`config.mk`:
```
export PLATFORM = sky130hd
export DESIGN_NAME = adsr_envelope_generator_unit_flat
export DESIGN_NICKNAME = d
export VERILOG_FILES = /design/src/hw/rtl/adsr_pkg.sv /design/src/hw/rtl/adsr_if.sv /design/src/hw/rtl/adsr_csr.sv /design/src/hw/rtl/adsr_envelope_generator_unit.sv /design/src/flat_wrapper.sv
export SDC_FILE = /design/constraint.sdc
export NUM_CORES = 1
export LEC_CHECK = 0
export CORE_UTILIZATION = 60
export DETAILED_ROUTE_END_ITERATION = 10
export DONT_BUFFER_PORTS = 1
export PLACE_DENSITY_LB_ADDON = 0.25
export SLEW_MARGIN = 30
export SYNTH_ARGS = -nofsm -noshare
export SYNTH_HDL_FRONTEND = slang
export SYNTH_HIERARCHICAL = 1
export SYNTH_SLANG_ARGS = --single-unit
```
`constraint.sdc`:
```
create_clock -name clock -period 14.2 [get_ports clock]
set_input_delay 1.42 -clock clock [delete_from_list [all_inputs] [get_ports clock]]
set_output_delay 1.42 -clock clock [all_outputs]
set_load 0.01 [all_outputs]
```
`src/hw/rtl/adsr_pkg.sv`:
```
// Shared types, constants and helpers for the ADSR envelope generator.
`default_nettype none

package adsr_pkg;

   // Envelope level width and the widths used for the saturating add
   localparam int LEVEL_BITS = 16;
   localparam int STEP_BITS  = 16;
   localparam int WIDE_BITS  = (LEVEL_BITS > STEP_BITS) ? LEVEL_BITS : STEP_BITS;
   localparam int SUM_BITS   = WIDE_BITS + 1;

   localparam int COUNT_BITS = 16;
   localparam int FIELD_BITS = 16;
   localparam int STAGE_CODE_BITS = 4;
   localparam int MODE_BITS = 6;

   // Configuration register indexes
   localparam int CSR_INDEX_BITS = 3;
   localparam int CSR_DATA_BITS  = 64;
   localparam logic [CSR_INDEX_BITS-1:0] CSR_STAGE_TIMES  = 3'd0;
   localparam logic [CSR_INDEX_BITS-1:0] CSR_STAGE_STEPS  = 3'd1;
   localparam logic [CSR_INDEX_BITS-1:0] CSR_TICK_DIVIDER = 3'd2;
   localparam logic [CSR_INDEX_BITS-1:0] CSR_MODE_FLAGS   = 3'd3;
   localparam logic [CSR_INDEX_BITS-1:0] CSR_PAUSE_LENGTH = 3'd4;

   // Mode flag bit positions
   localparam int MODE_ENABLE = 0;
   localparam int MODE_HOLD_A = 1;
   localparam int MODE_HOLD_D = 2;
   localparam int MODE_HOLD_S = 3;
   localparam int MODE_HOLD_R = 4;
   localparam int MODE_REPEAT = 5;

   // Slot of each timed stage in the packed time and step words
   localparam logic [1:0] SLOT_A = 2'd0;
   localparam logic [1:0] SLOT_D = 2'd1;
   localparam logic [1:0] SLOT_S = 2'd2;
   localparam logic [1:0] SLOT_R = 2'd3;

   // Envelope stages, one-hot; bit position equals the reported stage code
   typedef enum logic [10:0] {
      ST_IDLE  = 11'b000_0000_0001,
      ST_A     = 11'b000_0000_0010,
      ST_HA    = 11'b000_0000_0100,
      ST_D     = 11'b000_0000_1000,
      ST_HD    = 11'b000_0001_0000,
      ST_S     = 11'b000_0010_0000,
      ST_HS    = 11'b000_0100_0000,
      ST_R     = 11'b000_1000_0000,
      ST_HR    = 11'b001_0000_0000,
      ST_END   = 11'b010_0000_0000,
      ST_PAUSE = 11'b100_0000_0000
   } stage_type;

   typedef struct packed {
      logic [CSR_DATA_BITS-1:0] stage_times;
      logic [CSR_DATA_BITS-1:0] stage_steps;
      logic [COUNT_BITS-1:0]    tick_divider;
      logic [MODE_BITS-1:0]     mode_flags;
      logic [COUNT_BITS-1:0]    pause_length;
   } cfg_type;

   // Stage code from the one-hot stage: the index of the set bit
   function automatic logic [STAGE_CODE_BITS-1:0] stage_code(input stage_type s);
      logic [STAGE_CODE_BITS-1:0] code;
      code = '0;
      for (int i = 0; i < $bits(stage_type); i++) begin
         if (s[i]) begin
            code = code | STAGE_CODE_BITS'(i);
         end
      end
      return code;
   endfunction

endpackage

`default_nettype wire

```
`src/hw/rtl/adsr_if.sv`:
```
// Valid/ready channel interfaces for requests, responses and register writes.
`default_nettype none

interface adsr_req_if;
   logic valid;
   logic ready;
   logic tick;

   modport source (output valid, output tick, input ready);
   modport sink   (input valid, input tick, output ready);
endinterface

interface adsr_rsp_if;
   logic                                 valid;
   logic                                 ready;
   logic [adsr_pkg::LEVEL_BITS-1:0]      level;
   logic [adsr_pkg::STAGE_CODE_BITS-1:0] stage;
   logic                                 stepped;

   modport source (output valid, output level, output stage, output stepped, input ready);
   modport sink   (input valid, input level, input stage, input stepped, output ready);
endinterface

interface adsr_csr_if;
   logic                                valid;
   logic                                ready;
   logic [adsr_pkg::CSR_INDEX_BITS-1:0] index;
   logic [adsr_pkg::CSR_DATA_BITS-1:0]  data;

   modport source (output valid, output index, output data, input ready);
   modport sink   (input valid, input index, input data, output ready);
endinterface

`default_nettype wire

```
`src/hw/rtl/adsr_csr.sv`:
```
// Configuration register bank of the ADSR envelope generator.
`default_nettype none

module adsr_csr (
   input  wire logic       clock,
   input  wire logic       reset,
   adsr_csr_if.sink        csr_chan,
   output adsr_pkg::cfg_type cfg
);

   adsr_pkg::cfg_type cfg_ff;
   adsr_pkg::cfg_type cfg_in;
   logic              write_en;

   // Writes are always taken; unknown indexes are dropped
   assign csr_chan.ready = 1'b1;
   assign write_en       = csr_chan.valid;

   // Register decode
   always_comb begin
      cfg_in = cfg_ff;
      if (write_en) begin
         unique case (csr_chan.index)
            adsr_pkg::CSR_STAGE_TIMES:  cfg_in.stage_times  = csr_chan.data;
            adsr_pkg::CSR_STAGE_STEPS:  cfg_in.stage_steps  = csr_chan.data;
            adsr_pkg::CSR_TICK_DIVIDER:
               cfg_in.tick_divider = csr_chan.data[adsr_pkg::COUNT_BITS-1:0];
            adsr_pkg::CSR_MODE_FLAGS:
               cfg_in.mode_flags = csr_chan.data[adsr_pkg::MODE_BITS-1:0];
            adsr_pkg::CSR_PAUSE_LENGTH:
               cfg_in.pause_length = csr_chan.data[adsr_pkg::COUNT_BITS-1:0];
            default: cfg_in = cfg_ff;
         endcase
      end
   end

   always_ff @(posedge clock) begin
      if (reset) begin
         cfg_ff.stage_times  <= '0;
         cfg_ff.stage_steps  <= '0;
         cfg_ff.tick_divider <= adsr_pkg::COUNT_BITS'(1);
         cfg_ff.mode_flags   <= '0;
         cfg_ff.pause_length <= '0;
      end else begin
         cfg_ff <= cfg_in;
      end
   end

   assign cfg = cfg_ff;

endmodule

`default_nettype wire

```
`src/hw/rtl/adsr_envelope_generator_unit.sv`:
```
// Top level of the ADSR envelope generator: prescaler, stage machine, result register.
//
//  channel | dir | payload                 | transfer when
//  --------+-----+-------------------------+----------------------------
//  req     | in  | tick                    | req_chan.valid & ready
//  rsp     | out | level, stage, stepped   | rsp_chan.valid & ready
//  csr     | in  | index, data (64 bits)   | csr_chan.valid & ready
//
// One tick per cycle unless the result register stalls: the prescaler, stage machine and
// level adder form one combinational pass from the state registers into the result register,
// so a result is registered in the cycle after its request and a new tick can be taken each cycle.
// A request is taken while the result register is empty or being drained.
// Synchronous reset clears the state and the result valid, and resets the registers (divider to one).
// Register writes are always taken and apply from the next cycle.
`default_nettype none

module adsr_envelope_generator_unit (
   input  wire logic  clock,
   input  wire logic  reset,
   adsr_req_if.sink   req_chan,
   adsr_rsp_if.source rsp_chan,
   adsr_csr_if.sink   csr_chan
);

   localparam int LB = adsr_pkg::LEVEL_BITS;
   localparam int CB = adsr_pkg::COUNT_BITS;
   localparam int FB = adsr_pkg::FIELD_BITS;
   localparam int WB = adsr_pkg::WIDE_BITS;
   localparam int SB = adsr_pkg::SUM_BITS;

   adsr_pkg::cfg_type cfg;

   // Envelope state
   logic [CB-1:0]       divider_count_ff, divider_count_in;
   adsr_pkg::stage_type stage_ff, stage_in;
   logic [LB-1:0]       level_ff, level_in;
   logic [CB-1:0]       stage_ticks_ff, stage_ticks_in;
   logic [CB-1:0]       pause_count_ff, pause_count_in;

   // Result register
   logic                                 rsp_valid_ff, rsp_valid_in;
   logic [LB-1:0]                        rsp_level_ff;
   logic [adsr_pkg::STAGE_CODE_BITS-1:0] rsp_stage_ff;
   logic                                 rsp_stepped_ff;

   logic                accept;
   logic                fire;
   logic [CB-1:0]       divider_inc;
   logic [1:0]          slot;
   logic                hold_en;
   adsr_pkg::stage_type hold_stage;
   adsr_pkg::stage_type next_stage;
   logic [FB-1:0]       step;
   logic [FB-1:0]       stage_time;
   logic [SB-1:0]       add_sum;
   logic [LB-1:0]       add_level;
   logic [WB-1:0]       level_wide;
   logic [WB-1:0]       step_wide;
   logic [LB-1:0]       sub_level;
   logic [CB-1:0]       ticks_inc;
   logic [CB-1:0]       pause_inc;

   adsr_csr u_csr (
      .clock    (clock),
      .reset    (reset),
      .csr_chan (csr_chan),
      .cfg      (cfg)
   );

   assign req_chan.ready = !rsp_valid_ff || rsp_chan.ready;
   assign accept         = req_chan.valid && req_chan.ready;

   // Prescaler
   always_comb begin
      divider_inc      = divider_count_ff + CB'(1);
      divider_count_in = divider_count_ff;
      fire             = 1'b0;
      if (accept && req_chan.tick) begin
         if (divider_inc == cfg.tick_divider) begin
            divider_count_in = '0;
            fire             = 1'b1;
         end else begin
            divider_count_in = divider_inc;
         end
      end
   end

   // Timed stage selection: slot, hold flag and the stages that follow
   always_comb begin
      unique case (stage_ff)
         adsr_pkg::ST_A: begin
            slot = adsr_pkg::SLOT_A; hold_en = cfg.mode_flags[adsr_pkg::MODE_HOLD_A];
            hold_stage = adsr_pkg::ST_HA; next_stage = adsr_pkg::ST_D;
         end
         adsr_pkg::ST_D: begin
            slot = adsr_pkg::SLOT_D; hold_en = cfg.mode_flags[adsr_pkg::MODE_HOLD_D];
            hold_stage = adsr_pkg::ST_HD; next_stage = adsr_pkg::ST_S;
         end
         adsr_pkg::ST_S: begin
            slot = adsr_pkg::SLOT_S; hold_en = cfg.mode_flags[adsr_pkg::MODE_HOLD_S];
            hold_stage = adsr_pkg::ST_HS; next_stage = adsr_pkg::ST_R;
         end
         adsr_pkg::ST_R: begin
            slot = adsr_pkg::SLOT_R; hold_en = cfg.mode_flags[adsr_pkg::MODE_HOLD_R];
            hold_stage = adsr_pkg::ST_HR; next_stage = adsr_pkg::ST_END;
         end
         default: begin
            slot = adsr_pkg::SLOT_A; hold_en = 1'b0;
            hold_stage = adsr_pkg::ST_IDLE; next_stage = adsr_pkg::ST_IDLE;
         end
      endcase
   end

   // Shared level arithmetic: saturating add for attack, floor-at-zero subtract
   always_comb begin
      step       = cfg.stage_steps[FB*slot +: FB];
      stage_time = cfg.stage_times[FB*slot +: FB];
      level_wide = WB'(level_ff);
      step_wide  = WB'(step);
      add_sum    = SB'(level_wide) + SB'(step_wide);
      if (|add_sum[SB-1:LB]) begin
         add_level = '1;
      end else begin
         add_level = add_sum[LB-1:0];
      end
      if (level_wide > step_wide) begin
         sub_level = LB'(level_wide - step_wide);
      end else begin
         sub_level = '0;
      end
      ticks_inc = stage_ticks_ff + CB'(1);
      pause_inc = pause_count_ff + CB'(1);
   end

   // Stage machine, advanced on each prescaler fire
   always_comb begin
      stage_in       = stage_ff;
      level_in       = level_ff;
      stage_ticks_in = stage_ticks_ff;
      pause_count_in = pause_count_ff;
      if (fire) begin
         unique case (stage_ff)
            adsr_pkg::ST_IDLE: begin
               level_in = '0;
               if (cfg.mode_flags[adsr_pkg::MODE_ENABLE]) begin
                  stage_in = adsr_pkg::ST_A;
               end
            end
            adsr_pkg::ST_A, adsr_pkg::ST_D, adsr_pkg::ST_S, adsr_pkg::ST_R: begin
               level_in = (stage_ff == adsr_pkg::ST_A) ? add_level : sub_level;
               if (ticks_inc >= stage_time) begin
                  stage_ticks_in = '0;
                  stage_in       = hold_en ? hold_stage : next_stage;
               end else begin
                  stage_ticks_in = ticks_inc;
               end
            end
            adsr_pkg::ST_HA: stage_in = adsr_pkg::ST_D;
            adsr_pkg::ST_HD: stage_in = adsr_pkg::ST_S;
            adsr_pkg::ST_HS: stage_in = adsr_pkg::ST_R;
            adsr_pkg::ST_HR: stage_in = adsr_pkg::ST_END;
            adsr_pkg::ST_END: begin
               stage_ticks_in = '0;
               pause_count_in = '0;
               stage_in = cfg.mode_flags[adsr_pkg::MODE_REPEAT] ?
                          adsr_pkg::ST_PAUSE : adsr_pkg::ST_IDLE;
            end
            adsr_pkg::ST_PAUSE: begin
               // level is kept across a repeat
               if (pause_inc >= cfg.pause_length) begin
                  pause_count_in = '0;
                  stage_ticks_in = '0;
                  stage_in       = adsr_pkg::ST_A;
               end else begin
                  pause_count_in = pause_inc;
               end
            end
            default: stage_in = adsr_pkg::ST_IDLE;
         endcase
      end
   end

   assign rsp_valid_in = accept || (rsp_valid_ff && !rsp_chan.ready);

   // State and control registers
   always_ff @(posedge clock) begin
      if (reset) begin
         divider_count_ff <= '0;
         stage_ff         <= adsr_pkg::ST_IDLE;
         level_ff         <= '0;
         stage_ticks_ff   <= '0;
         pause_count_ff   <= '0;
         rsp_valid_ff     <= 1'b0;
      end else begin
         divider_count_ff <= divider_count_in;
         stage_ff         <= stage_in;
         level_ff         <= level_in;
         stage_ticks_ff   <= stage_ticks_in;
         pause_count_ff   <= pause_count_in;
         rsp_valid_ff     <= rsp_valid_in;
      end
   end

   // Result payload, loaded on each request transfer
   always_ff @(posedge clock) begin
      if (accept) begin
         rsp_level_ff   <= level_in;
         rsp_stage_ff   <= adsr_pkg::stage_code(stage_in);
         rsp_stepped_ff <= fire;
      end
   end

   assign rsp_chan.valid   = rsp_valid_ff;
   assign rsp_chan.level   = rsp_level_ff;
   assign rsp_chan.stage   = rsp_stage_ff;
   assign rsp_chan.stepped = rsp_stepped_ff;

endmodule

`default_nettype wire

```
`src/flat_wrapper.sv`:
```
// flat-port wrapper written by rule: the top's interface ports become plain ports
module adsr_envelope_generator_unit_flat 
  (clock, reset, req_chan_valid, req_chan_tick, req_chan_ready, rsp_chan_valid, rsp_chan_level, rsp_chan_stage, rsp_chan_stepped, rsp_chan_ready, csr_chan_valid, csr_chan_index, csr_chan_data, csr_chan_ready);
  adsr_req_if req_chan_i ();
  adsr_rsp_if rsp_chan_i ();
  adsr_csr_if csr_chan_i ();
  input  wire logic clock;
  input  wire logic reset;
  input wire logic [$bits(req_chan_i.valid)-1:0] req_chan_valid;
  input wire logic [$bits(req_chan_i.tick)-1:0] req_chan_tick;
  output wire logic [$bits(req_chan_i.ready)-1:0] req_chan_ready;
  output wire logic [$bits(rsp_chan_i.valid)-1:0] rsp_chan_valid;
  output wire logic [$bits(rsp_chan_i.level)-1:0] rsp_chan_level;
  output wire logic [$bits(rsp_chan_i.stage)-1:0] rsp_chan_stage;
  output wire logic [$bits(rsp_chan_i.stepped)-1:0] rsp_chan_stepped;
  input wire logic [$bits(rsp_chan_i.ready)-1:0] rsp_chan_ready;
  input wire logic [$bits(csr_chan_i.valid)-1:0] csr_chan_valid;
  input wire logic [$bits(csr_chan_i.index)-1:0] csr_chan_index;
  input wire logic [$bits(csr_chan_i.data)-1:0] csr_chan_data;
  output wire logic [$bits(csr_chan_i.ready)-1:0] csr_chan_ready;
  assign req_chan_i.valid = req_chan_valid;
  assign req_chan_i.tick = req_chan_tick;
  assign req_chan_ready = req_chan_i.ready;
  assign rsp_chan_valid = rsp_chan_i.valid;
  assign rsp_chan_level = rsp_chan_i.level;
  assign rsp_chan_stage = rsp_chan_i.stage;
  assign rsp_chan_stepped = rsp_chan_i.stepped;
  assign rsp_chan_i.ready = rsp_chan_ready;
  assign csr_chan_i.valid = csr_chan_valid;
  assign csr_chan_i.index = csr_chan_index;
  assign csr_chan_i.data = csr_chan_data;
  assign csr_chan_ready = csr_chan_i.ready;
  adsr_envelope_generator_unit u_core (.clock(clock), .reset(reset), .req_chan(req_chan_i), .rsp_chan(rsp_chan_i), .csr_chan(csr_chan_i));
endmodule
```
==> results.md, run 1 <==
* Status: completed
* Worst-Margin Slew at roughly 1.0 ns
* Met3 usage at ~6%
* # clock sinks at 263
* Max Clock Skew at approximately 0.020 ns
* Register area share after synthesis at roughly a third
* Synthesis-stage register bit count at about 260
* # setup viols final at 0
* Row Count at 58
* Critical path arrival at between 6 and 7 ns
* Post-CTS Setup Bufs at 0
* Top post-synthesis cells by count: dfxtp_1 (242), nand2b_1 (241), mux2i_1 (188)
* DRC viols at 0
* CP Max Fanout at 31
* Avg Inst Size Synth at between 8 and 9 sq um
* CTS buffer count at 28
* Share of Yosys cell area claimed by the top area cell type at between 30% and 40%
* Final WL at between 40000 and 50000 um
* Largest net degree at the start of global routing at 296
* Leakage dissipation at approximately 6.6 nW
* DR vias at 12900
* PwrDens at 102 nW/um^2
* Initial antenna violation count at 0
* GR Overflow Total at 0
* Clk root buf: clkbuf_16
* Ranking of synthesized cells by area: dfxtp_1 (31%), mux2i_1 (12%), nand2b_1 (9.7%)
* Placed Area at roughly 16000 sq um
* Tcrit/Tclk final at ~45%
* Vias in the first global route at between 10000 and 15000
* Tmin final at between 6 and 7 ns
* Post-CTS sizing at 0
* Die height at between 150 and 200 um
* H-tree level count at 1
* Top_reg_cell synth: dfxtp_1
* Starting Density at roughly three fifths
* Total core area at 25300 sq um
* Worst setup path category: reg2reg
* Worst min-delay path class: reg2reg
* Diodes inserted at 0
* Port bufs at 0
* GRT Util Overall at roughly a third
* Chip width at ~160 um
* Area grow syn2layout at 6.64%
* Hold Violations, Final at 0
* Dpl ws at a little under 8 ns
* Grt peak-use layer: met2
* Max Transition Viols Final at 0
* Yosys top cell by area: dfxtp_1
* Skew-Pair Late Insertion Delay at roughly 0.55 ns
* First-pass GRT wire length at between 60000 and 70000 um
* Total Neg Setup Slack at 0 ns
* Finished Cell Area at 16600 sq um
* DRT Pass-1 Iters at 7
* Final net count at ~1800
* Critical path endpoint category: register
* Setup ws final at 7.86 ns
* Count leader, synth: dfxtp_1
* Synthesized area at roughly 16000 sq um
* CTS Hold Bufs at 0
* CTS tree: built
* Worst vdd ir at 0.105 mV
* Io pins at 97
* Clock transition at the registers of the reported paths at approximately 0.060 ns
* Unrepaired setup endpoints after global routing: false
* Library cells used by synthesis at between 80 and 90
* Ys async rst share at 0%
* Initial DRC Count at about 1200
* Met1 usage at roughly 44%
* Clock buffer depth at 3
* Net count after synthesis at around 1900
* RePlAce Congestion at approximately 0.97
* DR WL/cell at about 20 um
* Req. time, crit path at 14.50 ns
* YS warnings at 6
* GR Util met2 at between 40% and 50%
* Layout filler cell count at a little over 2000
* Max Freq at roughly 160 MHz
* Routed Antenna Nets at 0
* Post-synthesis cell count at roughly 1800
* Post-DR vias/cell at between 6 and 7
* DIE AREA at between 20000 and 30000 sq um
* Hpwl dp at approximately 29000 um
* Startpoint Class: register
* Hold_ws at 0.449 ns
* Layout cells sized above 1 at around 5.6%
* Max-capacitance violation count at 0
* Max-slew headroom at about a third
* Number of synthesized flops with an enable pin at 21
-- worst max-delay path, stage by stage (launching register included) --
cell       delay (ns)
dfxtp_1          0.39
or4_1            0.57
nor2_1           0.26
and3_1           0.22
and3_1           0.71
inv_2            0.14
nand2_2          0.53
a21oi_1          0.08
a221o_1          0.35
ha_1             0.25
fa_1             0.42
a21o_1           0.19
a2111oi_0        0.39
buf_4            0.20
and3_1           0.22
o21a_1           0.50
nand3_1          0.14
a32oi_1          0.24
nor2_1           0.07
or2_1            0.22
-- path summary, 6_finish.rpt --
check	to	slack [ns]	start	depth (start not counted)
max	u_core/rsp_chan.level[12]$_DFFE_PP_	7.86	u_core/stage_ff[9]$_SDFF_PP0_	19
min reg2reg	u_core/pause_count_ff[5]$_SDFFE_PP0P_	0.45	u_core/pause_count_ff[5]$_SDFFE_PP0P_	2
min	u_core/pause_count_ff[5]$_SDFFE_PP0P_	0.45	u_core/pause_count_ff[5]$_SDFFE_PP0P_	2
max reg2reg	u_core/rsp_chan.level[12]$_DFFE_PP_	7.86	u_core/stage_ff[9]$_SDFF_PP0_	19
-- metal layers --
metal | share of wire [%] | vias to the layer above
met4 | 3.2 | 0
li1 | - | 6137
met1 | 46 | 6147
met2 | 43 | 529
met3 | 7.6 | 76
met5 | 0 | -
-- cells by family after synthesis --
family	share of synthesized area (%)
XOR/XNOR	2.81
AND/OR/NAND/NOR	24.3
buffers and inverters	5.25
other	0.0241
AO/OA/AOI/OAI	14.5
adder cells (fa/ha/maj)	5.64
multiplexers	12.4
flip-flops	35.2
-- final cells by class --
type	count	area [sq um]	area share, %
clock inverter	16	228	1.37
clock buffer	36	802	4.83
inverter	74	278	1.67
tap	330	413	2.49
timing repair buffer	12	90.1	0.542
multi-input combinational	1328	9320	56.1
sequential	263	5480	33.0
-- stage by stage --
| stage | util, % | power, W | std cells |
|---|---|---|---|
| 2_1_floorplan | - | 0.000884 | 1784 |
| 3_3_place_gp | 61.5 | 0.000906 | 2007 |
| 3_5_place_dp | 61.5 | 0.000908 | 2007 |
| 4_1_cts | 65.6 | 0.00171 | 2059 |
| 5_1_grt | 65.6 | 0.00175 | 2059 |
| 6_report | 65.6 | 0.00170 | 2059 |
-- cell usage in the layout, fill, tap and decap left out, drive strengths merged, types with 36 or more instances in the layout --
cell type  netlist  final
clkbuf          80     36
mux2i          188    188
nand2          129    129
ha              67     67
dfxtp          242    242
inv             74     75
nand2b         241    241
o21ai           74     74
a21oi           95     95
nor2            81     81
nand3           62     62
-- power by group --
group | total, W | switching, W | internal (W)
logic | 0.000123 | 0.0000757 | 0.0000473
registers | 0.000771 | 0.0000102 | 0.000761
clock network | 0.000801 | 0.000311 | 0.000491
-- state kept, by name, summed over array words and instances, names as in the netlist --
register	flops
u_core/level_ff	16
u_core/pause_count_ff	16
u_core/divider_count_ff	16
u_core/rsp_chan.stage	4
u_core/rsp_chan.level	16
u_core/rsp_chan.stepped	1
u_core/stage_ff	11
u_core/u_csr/cfg	166
u_core/rsp_chan.valid	1
u_core/stage_ticks_ff	16
Note: power is estimated with default switching activity, not from simulation.
==> inputs of run 2 (changes only) <==
--- a/config.mk
+++ b/config.mk
@@ -5,7 +5,7 @@
 export SDC_FILE = /design/constraint.sdc
 export NUM_CORES = 1
 export LEC_CHECK = 0
-export CORE_UTILIZATION = 60
+export CORE_UTILIZATION = 58
 export DETAILED_ROUTE_END_ITERATION = 10
 export DONT_BUFFER_PORTS = 1
 export PLACE_DENSITY_LB_ADDON = 0.25
==> constraint.sdc (replaced) <==
create_clock -name clock -period 5.6 [get_ports clock]
set_input_delay 0.56 -clock clock [delete_from_list [all_inputs] [get_ports clock]]
set_output_delay 0.56 -clock clock [all_outputs]
set_load 0.01 [all_outputs]
==> run 2 against run 1 <==
Register-to-register slack worse by 7.6 ns. Maximum frequency is 19% higher. Final cell count is 1.4% higher. The run now ends with DRC left. Critical path type unchanged. Sequential share of layout area is 0.23 points lower. Via count hardly changed. Critical path depth stayed put.
==> results.md, run 2 (synthesis gave the netlist of run 1 again) <==
* Commonest non-fill, non-tap cells in the layout: dfxtp_1 (242), nand2b_1 (241), mux2i_1 (188), nand2_1 (129), a21oi_1 (95) (was dfxtp_1 (242), nand2b_1 (241), mux2i_1 (188), nand2_1 (128), a21oi_1 (95))
* CTS buffer count at 29 (was 28)
* R2R Path End: u_core/level_ff[1]$_SDFF_PP0_ (was u_core/rsp_chan.level[12]$_DFFE_PP_)
* Cell depth of the worst hold path at 2 (unchanged)
* Largest net degree at the start of global routing at 296 (unchanged)
* Worst min-delay path class: in2reg (was reg2reg)
* Hpwl dp at 29700 um (was 29300 um)
* Commonest non-fill, non-tap cell in the layout: dfxtp_1 (unchanged)
* Tmin final at 5.33 ns (was 6.34 ns)
* CTS tree: built (unchanged)
* Total chip power at 0.00418 W (was 0.00170 W)
* First-pass GRT wire length at 65800 um (was 66000 um)
* PwrDens at 250 nW/um^2 (was 102 nW/um^2)
* Post-DR vias/cell at 6.18 (was 6.26)
* Clock buffer depth at 3 (unchanged)
* DRC viols at 6 (was 0)
* Tcrit/Tclk final at 95.2% (was 44.7%)
* FF+latch area at 5480 sq um (unchanged)
* Req. time, crit path at 6.06 ns (was 14.50 ns)
* Max reg flops at 166 (unchanged)
* Unrepaired setup endpoints after global routing: false (unchanged)
* DRT Pass-1 Iters at 9 (was 7)
* Max Transition Viols Final at 0 (unchanged)
* Worst flop-to-flop path startpoint: u_core/stage_ff[9]$_SDFF_PP0_ (unchanged)
* Clk root buf: clkbuf_16 (unchanged)
* DIE AREA at 27500 sq um (was 26600 sq um)
* Diodes inserted at 0 (unchanged)
* GR Overflow Total at 0 (unchanged)
* Max-capacitance violation count at 0 (unchanged)
* Reg2Reg Setup Slack at 0.27 ns (was 7.86 ns)
* Skew-Pair Late Insertion Delay at 0.57 ns (was 0.55 ns)
* Worst-Margin Slew at 0.998 ns (was 0.999 ns)
* Initial antenna violation count at 0 (unchanged)
* Critical path endpoint category: register (unchanged)
* Endpoint, Worst Hold: u_core/rsp_chan.valid$_SDFF_PP0_ (was u_core/pause_count_ff[5]$_SDFFE_PP0P_)
* Worst setup path category: reg2reg (unchanged)
* Area grow syn2layout at 7.40% (was 6.64%)
* Leakage dissipation at 6.68 nW (was 6.60 nW)
* Io pins at 97 (unchanged)
* Startpoint Class: register (unchanged)
* Routed Antenna Nets at 0 (unchanged)
* GRT Util Overall at 29.7% (was 31.4%)
* Total Neg Setup Slack at 0 ns (unchanged)
* Layout filler cell count at 2210 (was 2078)
* Final net count at 1872 (was 1849)
* Worst vdd ir at 0.406 mV (was 0.105 mV)
* Max-slew headroom at 33.5% (was 33.4%)
* Failing checks: DRC
* Status: finished with violations (was completed)
* Die height at 166 um (was 163 um)
* Starting Density at 59.4% (was 61.5%)
* Chip width at 166 um (was 163 um)
* Max Freq at 188 MHz (was 158 MHz)
* Port bufs at 0 (unchanged)
* Clock transition at the registers of the reported paths at 0.06 ns (about the same)
* Layout cells sized above 1 at 6.51% (was 5.61%)
* Initial DRC Count at 1269 (was 1179)
* DR WL/cell at 20.1 um (was 20.3 um)
* Vias in the first global route at 12400 (was 12100)
* Max Clock Skew at 0.0152 ns (was 0.0198 ns)
* # setup viols final at 0 (unchanged)
* Min-delay src: req_chan_valid (was u_core/pause_count_ff[5]$_SDFFE_PP0P_)
* RePlAce Congestion at 0.960 (was 0.967)
* Critical path arrival at 5.79 ns (was 6.64 ns)
* # clock sinks at 263 (unchanged)
* Hold Violations, Final at 0 (unchanged)
* DR vias at 12900 (about the same)
* Worst Reg-to-Reg Cells at 19 (unchanged)
* Total core area at 26200 sq um (was 25300 sq um)
* CP Max Fanout at 14 (was 31)
* Area of the multi-input gates at 9330 sq um (was 9320 sq um)
* CTS Hold Bufs at 0 (unchanged)
* H-tree level count at 1 (unchanged)
* Final WL at 41900 um (was 41800 um)
* Row Count at 59 (was 58)
-- run 2: changes by cell type in the layout (fill, tap and decap cells not counted), sizes merged --
cell / previous run / this run
buf: 12 / 34
bufinv: 5 / 2
clkbuf: 36 / 38
clkinv: 6 / 10
clkinvlp: 4 / 2
-- run 2: worst max-delay path by stage --
stage,endpoint,startpoint,cells after the start
6_report,u_core/level_ff[1]$_SDFF_PP0_,u_core/stage_ff[9]$_SDFF_PP0_,19
5_1_grt,u_core/rsp_chan.level[6]$_DFFE_PP_,u_core/stage_ff[9]$_SDFF_PP0_,20
4_1_cts,u_core/level_ff[14]$_SDFF_PP0_,u_core/stage_ff[9]$_SDFF_PP0_,20
3_5_place_dp,u_core/level_ff[14]$_SDFF_PP0_,u_core/stage_ff[9]$_SDFF_PP0_,20
3_3_place_gp,u_core/rsp_chan.level[12]$_DFFE_PP_,u_core/stage_ff[9]$_SDFF_PP0_,18
2_1_floorplan,u_core/rsp_chan.level[12]$_DFFE_PP_,u_core/stage_ff[9]$_SDFF_PP0_,20
-- run 2: stage by stage --
step	hold WS, ns	util [%]	worst slack (ns)	instance area, sq um	instances
finish	0.121	63.8	0.268	16700	2087
global placement	0.435	60.1	0.401	15800	2034
floorplan	0.432	-	0.155	15600	1784
detailed placement	0.447	60.1	0.302	15800	2034
CTS	0.0547	63.8	0.252	16700	2087
global route	0.0797	63.8	0.00708	16700	2087
-- run 2: power breakdown --
part / switching, W / total, W / internal [W]
Combinational: 0.000191 / 0.000319 / 0.000129
Sequential: 0.0000258 / 0.00196 / 0.00193
Clock: 0.000796 / 0.00191 / 0.00111
-- run 2: routing by layer --
layer	up-vias	global-route usage (%)	share of wire [%]
li1	6214	-	-
met1	6123	41.0	46
met2	470	47.5	44
met3	92	4.05	6.4
met4	0	10.6	3.4
met5	-	0	0
-- run 2: cell type report --
| type | instances | share of cell area [%] |
|---|---|---|
| inverters | 74 | 1.66 |
| clock inverters | 15 | 0.883 |
| multi-input cells | 1328 | 55.8 |
| repair buffers | 34 | 1.60 |
| flip-flops and latches | 263 | 32.7 |
| well taps | 335 | 2.51 |
| clock buffers | 38 | 4.84 |
-- run 2: what timing repair did --
item	CTS	global route
setup endpoints to repair	0	17
resized for setup	0	2
hold endpoints to repair	0	0
buffers inserted	0	0
-- run 2: worst max-delay path, cell delays in order, from the launching register on --
cell and delay, ns:
dfxtp_1 0.38, or4_1 0.58, nor2_1 0.26, and3_1 0.23
nand2_1 0.12, nand2_1 0.16, buf_4 0.26, mux2i_1 0.11
o21ai_0 0.47, ha_1 0.43, a21o_1 0.24, a2111oi_0 0.36
buf_4 0.20, and3_1 0.23, o21a_1 0.30, buf_4 0.22
nand2_1 0.10, o2111a_1 0.27, a21o_1 0.16, and2_1 0.14
